## config.mk

```make
export PLATFORM = sky130hd
export DESIGN_NAME = rgba_color_blend_unit_core
export DESIGN_NICKNAME = d
export VERILOG_FILES = /design/src/design/rcb_pkg.sv /design/src/design/rcb_channel.sv /design/src/design/rgba_color_blend_unit_core.sv
export SDC_FILE = /design/constraint.sdc
export NUM_CORES = 2
export LEC_CHECK = 0
export ABC_CLOCK_PERIOD_IN_PS = 23700
export BUFFER_PORTS_ARGS = -buffer_cell sky130_fd_sc_hd__clkbuf_2
export CORE_UTILIZATION = 45
export DETAILED_ROUTE_END_ITERATION = 8
export SETUP_SLACK_MARGIN = 0.5
export SYNTH_ARGS = -nofsm -noshare
export SYNTH_HDL_FRONTEND = slang
export SYNTH_SLANG_ARGS = --single-unit
```

## constraint.sdc

```tcl
create_clock -name clk -period 23.7 [get_ports clk]
set_input_delay 2.37 -clock clk [delete_from_list [all_inputs] [get_ports clk]]
set_output_delay 2.37 -clock clk [all_outputs]
set_load 0.02 [all_outputs]
```

## src/design/rcb_pkg.sv

```systemverilog
// ----------------------------------------------------------------------------
// RGBA colour blend package
// Factor, equation and register codes, the per-channel configuration type
// and the exact unorm8 product shared by the blend channels.
// ----------------------------------------------------------------------------
`default_nettype none

package rcb_pkg;

  localparam int unsigned ChanW = 8;
  localparam logic [ChanW-1:0] UnormOne = 8'hFF;

  // Blend factor codes.
  localparam logic [3:0] FCT_ONE          = 4'd0;
  localparam logic [3:0] FCT_SRC_COLOR    = 4'd1;
  localparam logic [3:0] FCT_SRC_ALPHA    = 4'd2;
  localparam logic [3:0] FCT_DST_ALPHA    = 4'd3;
  localparam logic [3:0] FCT_DST_COLOR    = 4'd4;
  localparam logic [3:0] FCT_ALPHA_SAT    = 4'd5;
  localparam logic [3:0] FCT_CONST_COLOR  = 4'd6;
  localparam logic [3:0] FCT_CONST_ALPHA  = 4'd7;
  localparam logic [3:0] FCT_ZERO         = 4'd8;
  localparam logic [3:0] FCT_INV_SRC_COL  = 4'd9;
  localparam logic [3:0] FCT_INV_SRC_ALP  = 4'd10;
  localparam logic [3:0] FCT_INV_DST_ALP  = 4'd11;
  localparam logic [3:0] FCT_INV_DST_COL  = 4'd12;
  localparam logic [3:0] FCT_INV_CON_COL  = 4'd13;
  localparam logic [3:0] FCT_INV_CON_ALP  = 4'd14;
  localparam logic [3:0] FCT_ONE_ALT      = 4'd15;

  // Blend equation codes.
  localparam logic [2:0] EQ_ADD     = 3'd0;
  localparam logic [2:0] EQ_SUB     = 3'd1;
  localparam logic [2:0] EQ_REV_SUB = 3'd2;
  localparam logic [2:0] EQ_MIN     = 3'd3;
  localparam logic [2:0] EQ_MAX     = 3'd4;

  // Configuration register indexes.
  localparam logic [2:0] REG_BLEND_ENABLE   = 3'd0;
  localparam logic [2:0] REG_RGB_SRC_FCT    = 3'd1;
  localparam logic [2:0] REG_RGB_DST_FCT    = 3'd2;
  localparam logic [2:0] REG_ALP_SRC_FCT    = 3'd3;
  localparam logic [2:0] REG_ALP_DST_FCT    = 3'd4;
  localparam logic [2:0] REG_RGB_EQUATION   = 3'd5;
  localparam logic [2:0] REG_ALP_EQUATION   = 3'd6;
  localparam logic [2:0] REG_BLEND_CONSTANT = 3'd7;

  // Settings that steer one channel.
  typedef struct packed {
    logic [3:0] src_fct;
    logic [3:0] dst_fct;
    logic [2:0] equation;
  } rcb_chan_cfg_t;

  // Exact x*f/255 rounded to nearest: with t = x*f + 128, the quotient is
  // (t + (t >> 8)) >> 8 for every pair of unorm8 operands.
  function automatic logic [ChanW-1:0] unorm_mul(input logic [ChanW-1:0] x,
                                                 input logic [ChanW-1:0] f);
    logic [15:0] prod;
    logic [16:0] t;
    logic [16:0] s;
    prod = x * f;
    t    = {1'b0, prod} + 17'd128;
    s    = t + {8'd0, t[16:8]};
    return s[15:8];
  endfunction

endpackage

`default_nettype wire

```

## src/design/rcb_channel.sv

```systemverilog
// ----------------------------------------------------------------------------
// RGBA colour blend channel
// Picks the source and destination factors of one channel, forms both
// rounded products and combines them with the channel's equation.
// ----------------------------------------------------------------------------
`default_nettype none

module rcb_channel (
  input  wire rcb_pkg::rcb_chan_cfg_t cfg,
  input  wire                         is_alpha,
  input  wire logic [7:0]             src,
  input  wire logic [7:0]             dst,
  input  wire logic [7:0]             con,
  input  wire logic [7:0]             src_alpha,
  input  wire logic [7:0]             dst_alpha,
  input  wire logic [7:0]             con_alpha,
  output logic      [7:0]             result
);
  import rcb_pkg::*;

  logic [7:0] sat_factor;
  logic [7:0] fs;
  logic [7:0] fd;
  logic [7:0] prod_s;
  logic [7:0] prod_d;
  logic [8:0] sum;

  // Alpha-saturate: min(As, 1 - Ad) on colour, one on alpha.
  always_comb begin
    if (is_alpha) begin
      sat_factor = UnormOne;
    end else if (src_alpha < (UnormOne - dst_alpha)) begin
      sat_factor = src_alpha;
    end else begin
      sat_factor = UnormOne - dst_alpha;
    end
  end

  // Factor selection for one code.
  function automatic logic [7:0] pick(input logic [3:0] code,
                                      input logic [7:0] s,
                                      input logic [7:0] d,
                                      input logic [7:0] k,
                                      input logic [7:0] sa,
                                      input logic [7:0] da,
                                      input logic [7:0] ka,
                                      input logic [7:0] sat);
    logic [7:0] f;
    case (code) inside
      FCT_SRC_COLOR:   f = s;
      FCT_SRC_ALPHA:   f = sa;
      FCT_DST_ALPHA:   f = da;
      FCT_DST_COLOR:   f = d;
      FCT_ALPHA_SAT:   f = sat;
      FCT_CONST_COLOR: f = k;
      FCT_CONST_ALPHA: f = ka;
      FCT_ZERO:        f = 8'd0;
      FCT_INV_SRC_COL: f = UnormOne - s;
      FCT_INV_SRC_ALP: f = UnormOne - sa;
      FCT_INV_DST_ALP: f = UnormOne - da;
      FCT_INV_DST_COL: f = UnormOne - d;
      FCT_INV_CON_COL: f = UnormOne - k;
      FCT_INV_CON_ALP: f = UnormOne - ka;
      FCT_ONE, FCT_ONE_ALT: f = UnormOne;
      default:         f = UnormOne;
    endcase
    return f;
  endfunction

  assign fs = pick(cfg.src_fct, src, dst, con, src_alpha, dst_alpha, con_alpha,
                   sat_factor);
  assign fd = pick(cfg.dst_fct, src, dst, con, src_alpha, dst_alpha, con_alpha,
                   sat_factor);

  // Rounded products of each side with its factor.
  assign prod_s = unorm_mul(src, fs);
  assign prod_d = unorm_mul(dst, fd);
  assign sum    = {1'b0, prod_s} + {1'b0, prod_d};

  // Combine the two products, saturating to the unorm range.
  always_comb begin
    case (cfg.equation)
      EQ_ADD:     result = sum[8] ? UnormOne : sum[7:0];
      EQ_SUB:     result = (prod_s > prod_d) ? (prod_s - prod_d) : 8'd0;
      EQ_REV_SUB: result = (prod_d > prod_s) ? (prod_d - prod_s) : 8'd0;
      EQ_MIN:     result = (prod_s < prod_d) ? prod_s : prod_d;
      EQ_MAX:     result = (prod_s > prod_d) ? prod_s : prod_d;
      default:    result = prod_s;
    endcase
  end

endmodule

`default_nettype wire

```

## src/design/rgba_color_blend_unit_core.sv

```systemverilog
// ----------------------------------------------------------------------------
// RGBA colour blend unit
// Blends a source RGBA8 pixel with a destination RGBA8 pixel using
// programmable factors and equations for colour and for alpha.
// ----------------------------------------------------------------------------
// Usage:
//   An item (one source and one destination pixel) is taken at a rising edge
//   where start is high and busy is low. Each item gives exactly one result,
//   shown on out_red .. out_alpha for one cycle with out_valid high.
//   The item is captured in the input register, the blend logic works on
//   it combinationally and the result register drives the outputs. A new
//   item may be started every cycle while busy is low, so throughput is
//   one item per clock; the single blend pass between the input and
//   result registers sets that figure.
//   The receiver cannot stall, so results are never held back.
//   Configuration is written through cfg_we, cfg_index and cfg_wdata with no
//   wait; it should only change while no item is in flight.
//   Synchronous reset (rst_n low) restores the register defaults (blending
//   off, source one, destination zero, add), drops any item in flight and
//   holds busy high until reset is released.
// ----------------------------------------------------------------------------
`default_nettype none

module rgba_color_blend_unit_core (
  input  wire        clk,
  input  wire        rst_n,
  // Item input.
  input  wire        start,
  output logic       busy,
  input  wire  [7:0] in_src_red,
  input  wire  [7:0] in_src_green,
  input  wire  [7:0] in_src_blue,
  input  wire  [7:0] in_src_alpha,
  input  wire  [7:0] in_dst_red,
  input  wire  [7:0] in_dst_green,
  input  wire  [7:0] in_dst_blue,
  input  wire  [7:0] in_dst_alpha,
  // Result output.
  output logic       out_valid,
  output logic [7:0] out_red,
  output logic [7:0] out_green,
  output logic [7:0] out_blue,
  output logic [7:0] out_alpha,
  // Configuration write port.
  input  wire        cfg_we,
  input  wire  [2:0] cfg_index,
  input  wire [31:0] cfg_wdata
);
  import rcb_pkg::*;

  logic        busy_r;
  logic        in_valid_r;
  logic [7:0]  src_r [4];
  logic [7:0]  dst_r [4];
  logic        out_valid_r;
  logic [7:0]  res_r [4];
  logic [7:0]  res_nxt [4];
  logic [7:0]  blend [4];
  logic [7:0]  con [4];

  logic          blend_en_r;
  rcb_chan_cfg_t rgb_cfg_r;
  rcb_chan_cfg_t alp_cfg_r;
  logic [31:0]   const_r;

  logic accept;

  assign accept = start && !busy_r;
  assign busy   = busy_r;

  // Busy only while reset holds the unit.
  always_ff @(posedge clk) begin
    busy_r <= !rst_n;
  end

  // Configuration registers.
  always_ff @(posedge clk) begin
    if (!rst_n) begin
      blend_en_r         <= 1'b0;
      rgb_cfg_r.src_fct  <= FCT_ONE;
      rgb_cfg_r.dst_fct  <= FCT_ZERO;
      alp_cfg_r.src_fct  <= FCT_ONE;
      alp_cfg_r.dst_fct  <= FCT_ZERO;
      rgb_cfg_r.equation <= EQ_ADD;
      alp_cfg_r.equation <= EQ_ADD;
      const_r            <= 32'd0;
    end else if (cfg_we) begin
      unique case (cfg_index)
        REG_BLEND_ENABLE:   blend_en_r         <= cfg_wdata[0];
        REG_RGB_SRC_FCT:    rgb_cfg_r.src_fct  <= cfg_wdata[3:0];
        REG_RGB_DST_FCT:    rgb_cfg_r.dst_fct  <= cfg_wdata[3:0];
        REG_ALP_SRC_FCT:    alp_cfg_r.src_fct  <= cfg_wdata[3:0];
        REG_ALP_DST_FCT:    alp_cfg_r.dst_fct  <= cfg_wdata[3:0];
        REG_RGB_EQUATION:   rgb_cfg_r.equation <= cfg_wdata[2:0];
        REG_ALP_EQUATION:   alp_cfg_r.equation <= cfg_wdata[2:0];
        REG_BLEND_CONSTANT: const_r            <= cfg_wdata;
        default: ;
      endcase
    end
  end

  // Input register: control with reset, payload without.
  always_ff @(posedge clk) begin
    if (!rst_n) begin
      in_valid_r <= 1'b0;
    end else begin
      in_valid_r <= accept;
    end
  end

  always_ff @(posedge clk) begin
    if (accept) begin
      src_r[0] <= in_src_red;
      src_r[1] <= in_src_green;
      src_r[2] <= in_src_blue;
      src_r[3] <= in_src_alpha;
      dst_r[0] <= in_dst_red;
      dst_r[1] <= in_dst_green;
      dst_r[2] <= in_dst_blue;
      dst_r[3] <= in_dst_alpha;
    end
  end

  // Constant colour split into channels.
  assign con[0] = const_r[7:0];
  assign con[1] = const_r[15:8];
  assign con[2] = const_r[23:16];
  assign con[3] = const_r[31:24];

  // One blend lane per channel; the last lane is alpha.
  for (genvar ch = 0; ch < 4; ch++) begin : g_lane
    rcb_channel u_chan (
      .cfg       ((ch == 3) ? alp_cfg_r : rgb_cfg_r),
      .is_alpha  ((ch == 3) ? 1'b1 : 1'b0),
      .src       (src_r[ch]),
      .dst       (dst_r[ch]),
      .con       (con[ch]),
      .src_alpha (src_r[3]),
      .dst_alpha (dst_r[3]),
      .con_alpha (con[3]),
      .result    (blend[ch])
    );

    assign res_nxt[ch] = blend_en_r ? blend[ch] : src_r[ch];
  end

  // Result register.
  always_ff @(posedge clk) begin
    if (!rst_n) begin
      out_valid_r <= 1'b0;
    end else begin
      out_valid_r <= in_valid_r;
    end
  end

  always_ff @(posedge clk) begin
    if (in_valid_r) begin
      res_r <= res_nxt;
    end
  end

  assign out_valid = out_valid_r;
  assign out_red   = res_r[0];
  assign out_green = res_r[1];
  assign out_blue  = res_r[2];
  assign out_alpha = res_r[3];

`ifndef SYNTH
  // Every accepted item reaches the result register by way of the input register.
  a_item_reaches_out: assert property (@(posedge clk) disable iff (!rst_n)
    accept |=> ##1 out_valid_r)
    else $error("accepted item produced no result");

  // No result appears without an item in the input register before it.
  a_no_invented_result: assert property (@(posedge clk) disable iff (!rst_n)
    out_valid_r |-> $past(in_valid_r))
    else $error("result without a captured item");

  // The unit never reports busy once reset is released.
  a_never_busy: assert property (@(posedge clk) disable iff (!rst_n)
    $past(rst_n) |-> !busy_r)
    else $error("busy raised outside reset");
`endif

endmodule

`default_nettype wire
```

==> metrics.txt <==
top_reg_cell synth=edfxtp_1; router iterations before antenna repair=9; YS warnings=0; met1 GRT Util=38.6%; initial core utilization=45.7%; routed wire length=134 mm; first-pass GRT wire length=210 mm; CP max stage delay=0.87 ns; core box area=0.0857 mm2; clock buffer depth=2; met2 Use GR=50.6%; commonest non-fill, non-tap cell in the layout=inv_1; gr ovfl total=0; Reg clk slew, reported paths=0.09 ns; Slew Limit Fails=0; initial antenna violation count=5; final hold vios=0; number of H-tree levels=4; Max Cap Viol=0; worst rel slew slack=11.0%; met3 Use GR=5.09%; GR peak layer=met2; Clk Latency, worst-skew pair=0.52 ns; Cells after Synth=4896; Finished Cell Area=0.0414 mm2; Die Wd=297 um; CTS hold repair buffers=0; syn nets=5794; io pins=137; Yosys top cell by area=fa_1; DR WL/cell=22.4 um; Row Count=107; status=complete, no violations; CTS Buf Count=17; fmax=74.8 MHz; setup bufs post-CTS=0; most frequent cells in the layout=inv_1, ha_1, nand2_1; DR vias=36400; vias per inst=6.07; Fin Setup TNS=0 ns; Root Driver=clkbuf_16; crit path capture type=flip-flop; worst-margin pin slew=1.33 ns; Crit Path Category=reg2reg; critical path fanouts, max=20; mean cell area of the mapped netlist=7.99 um2; Final period util=56.4%; antenna-violating nets left=0; DP Area=0.0407 mm2; DRC=0; post-route minimum period=13.36 ns; Die ar.=0.0881 mm2; Finished Core Util=48.3%; share of post-route cells with drive strength above 1=6.92%; worst hold path type=reg2reg; Synth Cell Area=0.0391 mm2; CP arrival=13.65 ns; post-synth top area share=15.8%; CTS tree=done; Clock Skews=0.0290 ns; fin nets=5744; placer congestion estimate=1.01; All-Layer GR Usage=30.3%; post-synthesis cell type count=120; die height=297 um; slowest cell on the critical path=edfxtp_1; port bufs=136; #FFs+latches synth=154; DP Wirelength=105 mm; FFs w/ async S/R, synth=0%; vias in the first global route=35900; setup repair after global routing missed its margin=no; largest net degree at the start of global routing=55; CTS resizes=0; Area Overhead vs Synth=5.72%; crit start category=flip-flop; ranking of synthesized cells by area=fa_1, ha_1, edfxtp_1, inv_1, a21oi_1; CTS sink cnt=154; Setup Viol. Count Final=0; 1st-iter DRT viols=3161; sequential fraction of the synthesis area=10.3%; number of enable flip-flop cells after synthesis=96; CP Data Required Time=23.99 ns
[final timing paths]
path	from	end	slack [ns]	depth (start not counted)
worst max register to register	src_r[3][6]	out_green[4]	10.34	41
worst min register to register	const_r[4]	const_r[4]	0.53	2
worst min-delay path	const_r[4]	const_r[4]	0.53	2
worst max-delay path	src_r[3][6]	out_green[4]	10.34	41
[cells in the mapped netlist (36+ instances only)]
master and number:
clkbuf_1 221, inv_1 553, o21a_1 45, a21o_1 63, a221o_1 52, nand2b_1 85, fa_1 308, nand2_1 392
a221oi_1 53, a211oi_1 39, o211ai_1 40, o21bai_1 36, nand3_1 53, xnor2_1 139, dfxtp_1 58, edfxtp_1 96
and2_1 251, nor2_1 266, ha_1 487, o22ai_1 90, nor2b_1 184, a21oi_1 372, o21ai_0 209, a31oi_1 38
nor3_1 72, mux2i_1 62, xor2_1 36
[kinds of logic after synthesis]
group / Yosys count / share of synthesized area (%)
and+or+nand+nor: 1510 / 20.4
DFF: 154 / 10.3
xor gates and xnor gates: 185 / 4.45
muxes: 68 / 1.76
buffers and inverters: 834 / 8.16
adders and majority gates: 807 / 31.6
AOI/OAI and AO/OA: 1338 / 23.3
[worst max-delay path, delay by kind of cell, from the launching register on]
kind            cells  cell delay, ns
compound gates     19            5.39
fa+ha+maj           8            3.47
buf+inv             4            0.46
flops               1            0.87
simple gates       10            2.95
[per-stage QoR]
| step | setup WS, ns | hold slack, ns | cells |
|---|---|---|---|
| finish | 10.34 | 0.535 | 6004 |
| floorplan | 12.65 | 0.473 | 4896 |
| global route | 9.66 | 0.563 | 6003 |
| detailed placement | 10.52 | 0.519 | 5971 |
| CTS | 10.51 | 0.530 | 6003 |
| global placement | 10.47 | 0.505 | 5971 |
[area by class of cell]
type | count | area, um2
fill | 8660 | 44300
multi-input combinational | 3908 | 32000
sequential | 154 | 4050
inverter | 559 | 2100
tap | 1144 | 1430
timing repair buffer | 206 | 1210
clock buffer | 17 | 425
clock inverter | 15 | 180
antenna | 1 | 2.50
[sequential cells by signal (all words and copies together), names as in the netlist]
| signal | flops |
|---|---|
| out_alpha | 8 |
| dst_r | 32 |
| in_valid_r | 1 |
| rgb_cfg_r | 11 |
| blend_en_r | 1 |
| alp_cfg_r | 11 |
| out_red | 8 |
| const_r | 32 |
| busy | 1 |
| out_blue | 8 |
| out_green | 8 |
| src_r | 32 |
| out_valid | 1 |
[per-layer routing]
layer	vias to the layer above	share of wire, %
met3	334	7.4
met4	6	4.4
li1	17100	-
met5	-	0.036
met2	1509	47
met1	17500	41
Power is left out: the tool's default activity adds up to more than one toggle a clock period on the data nets, which glitch-free logic cannot reach.
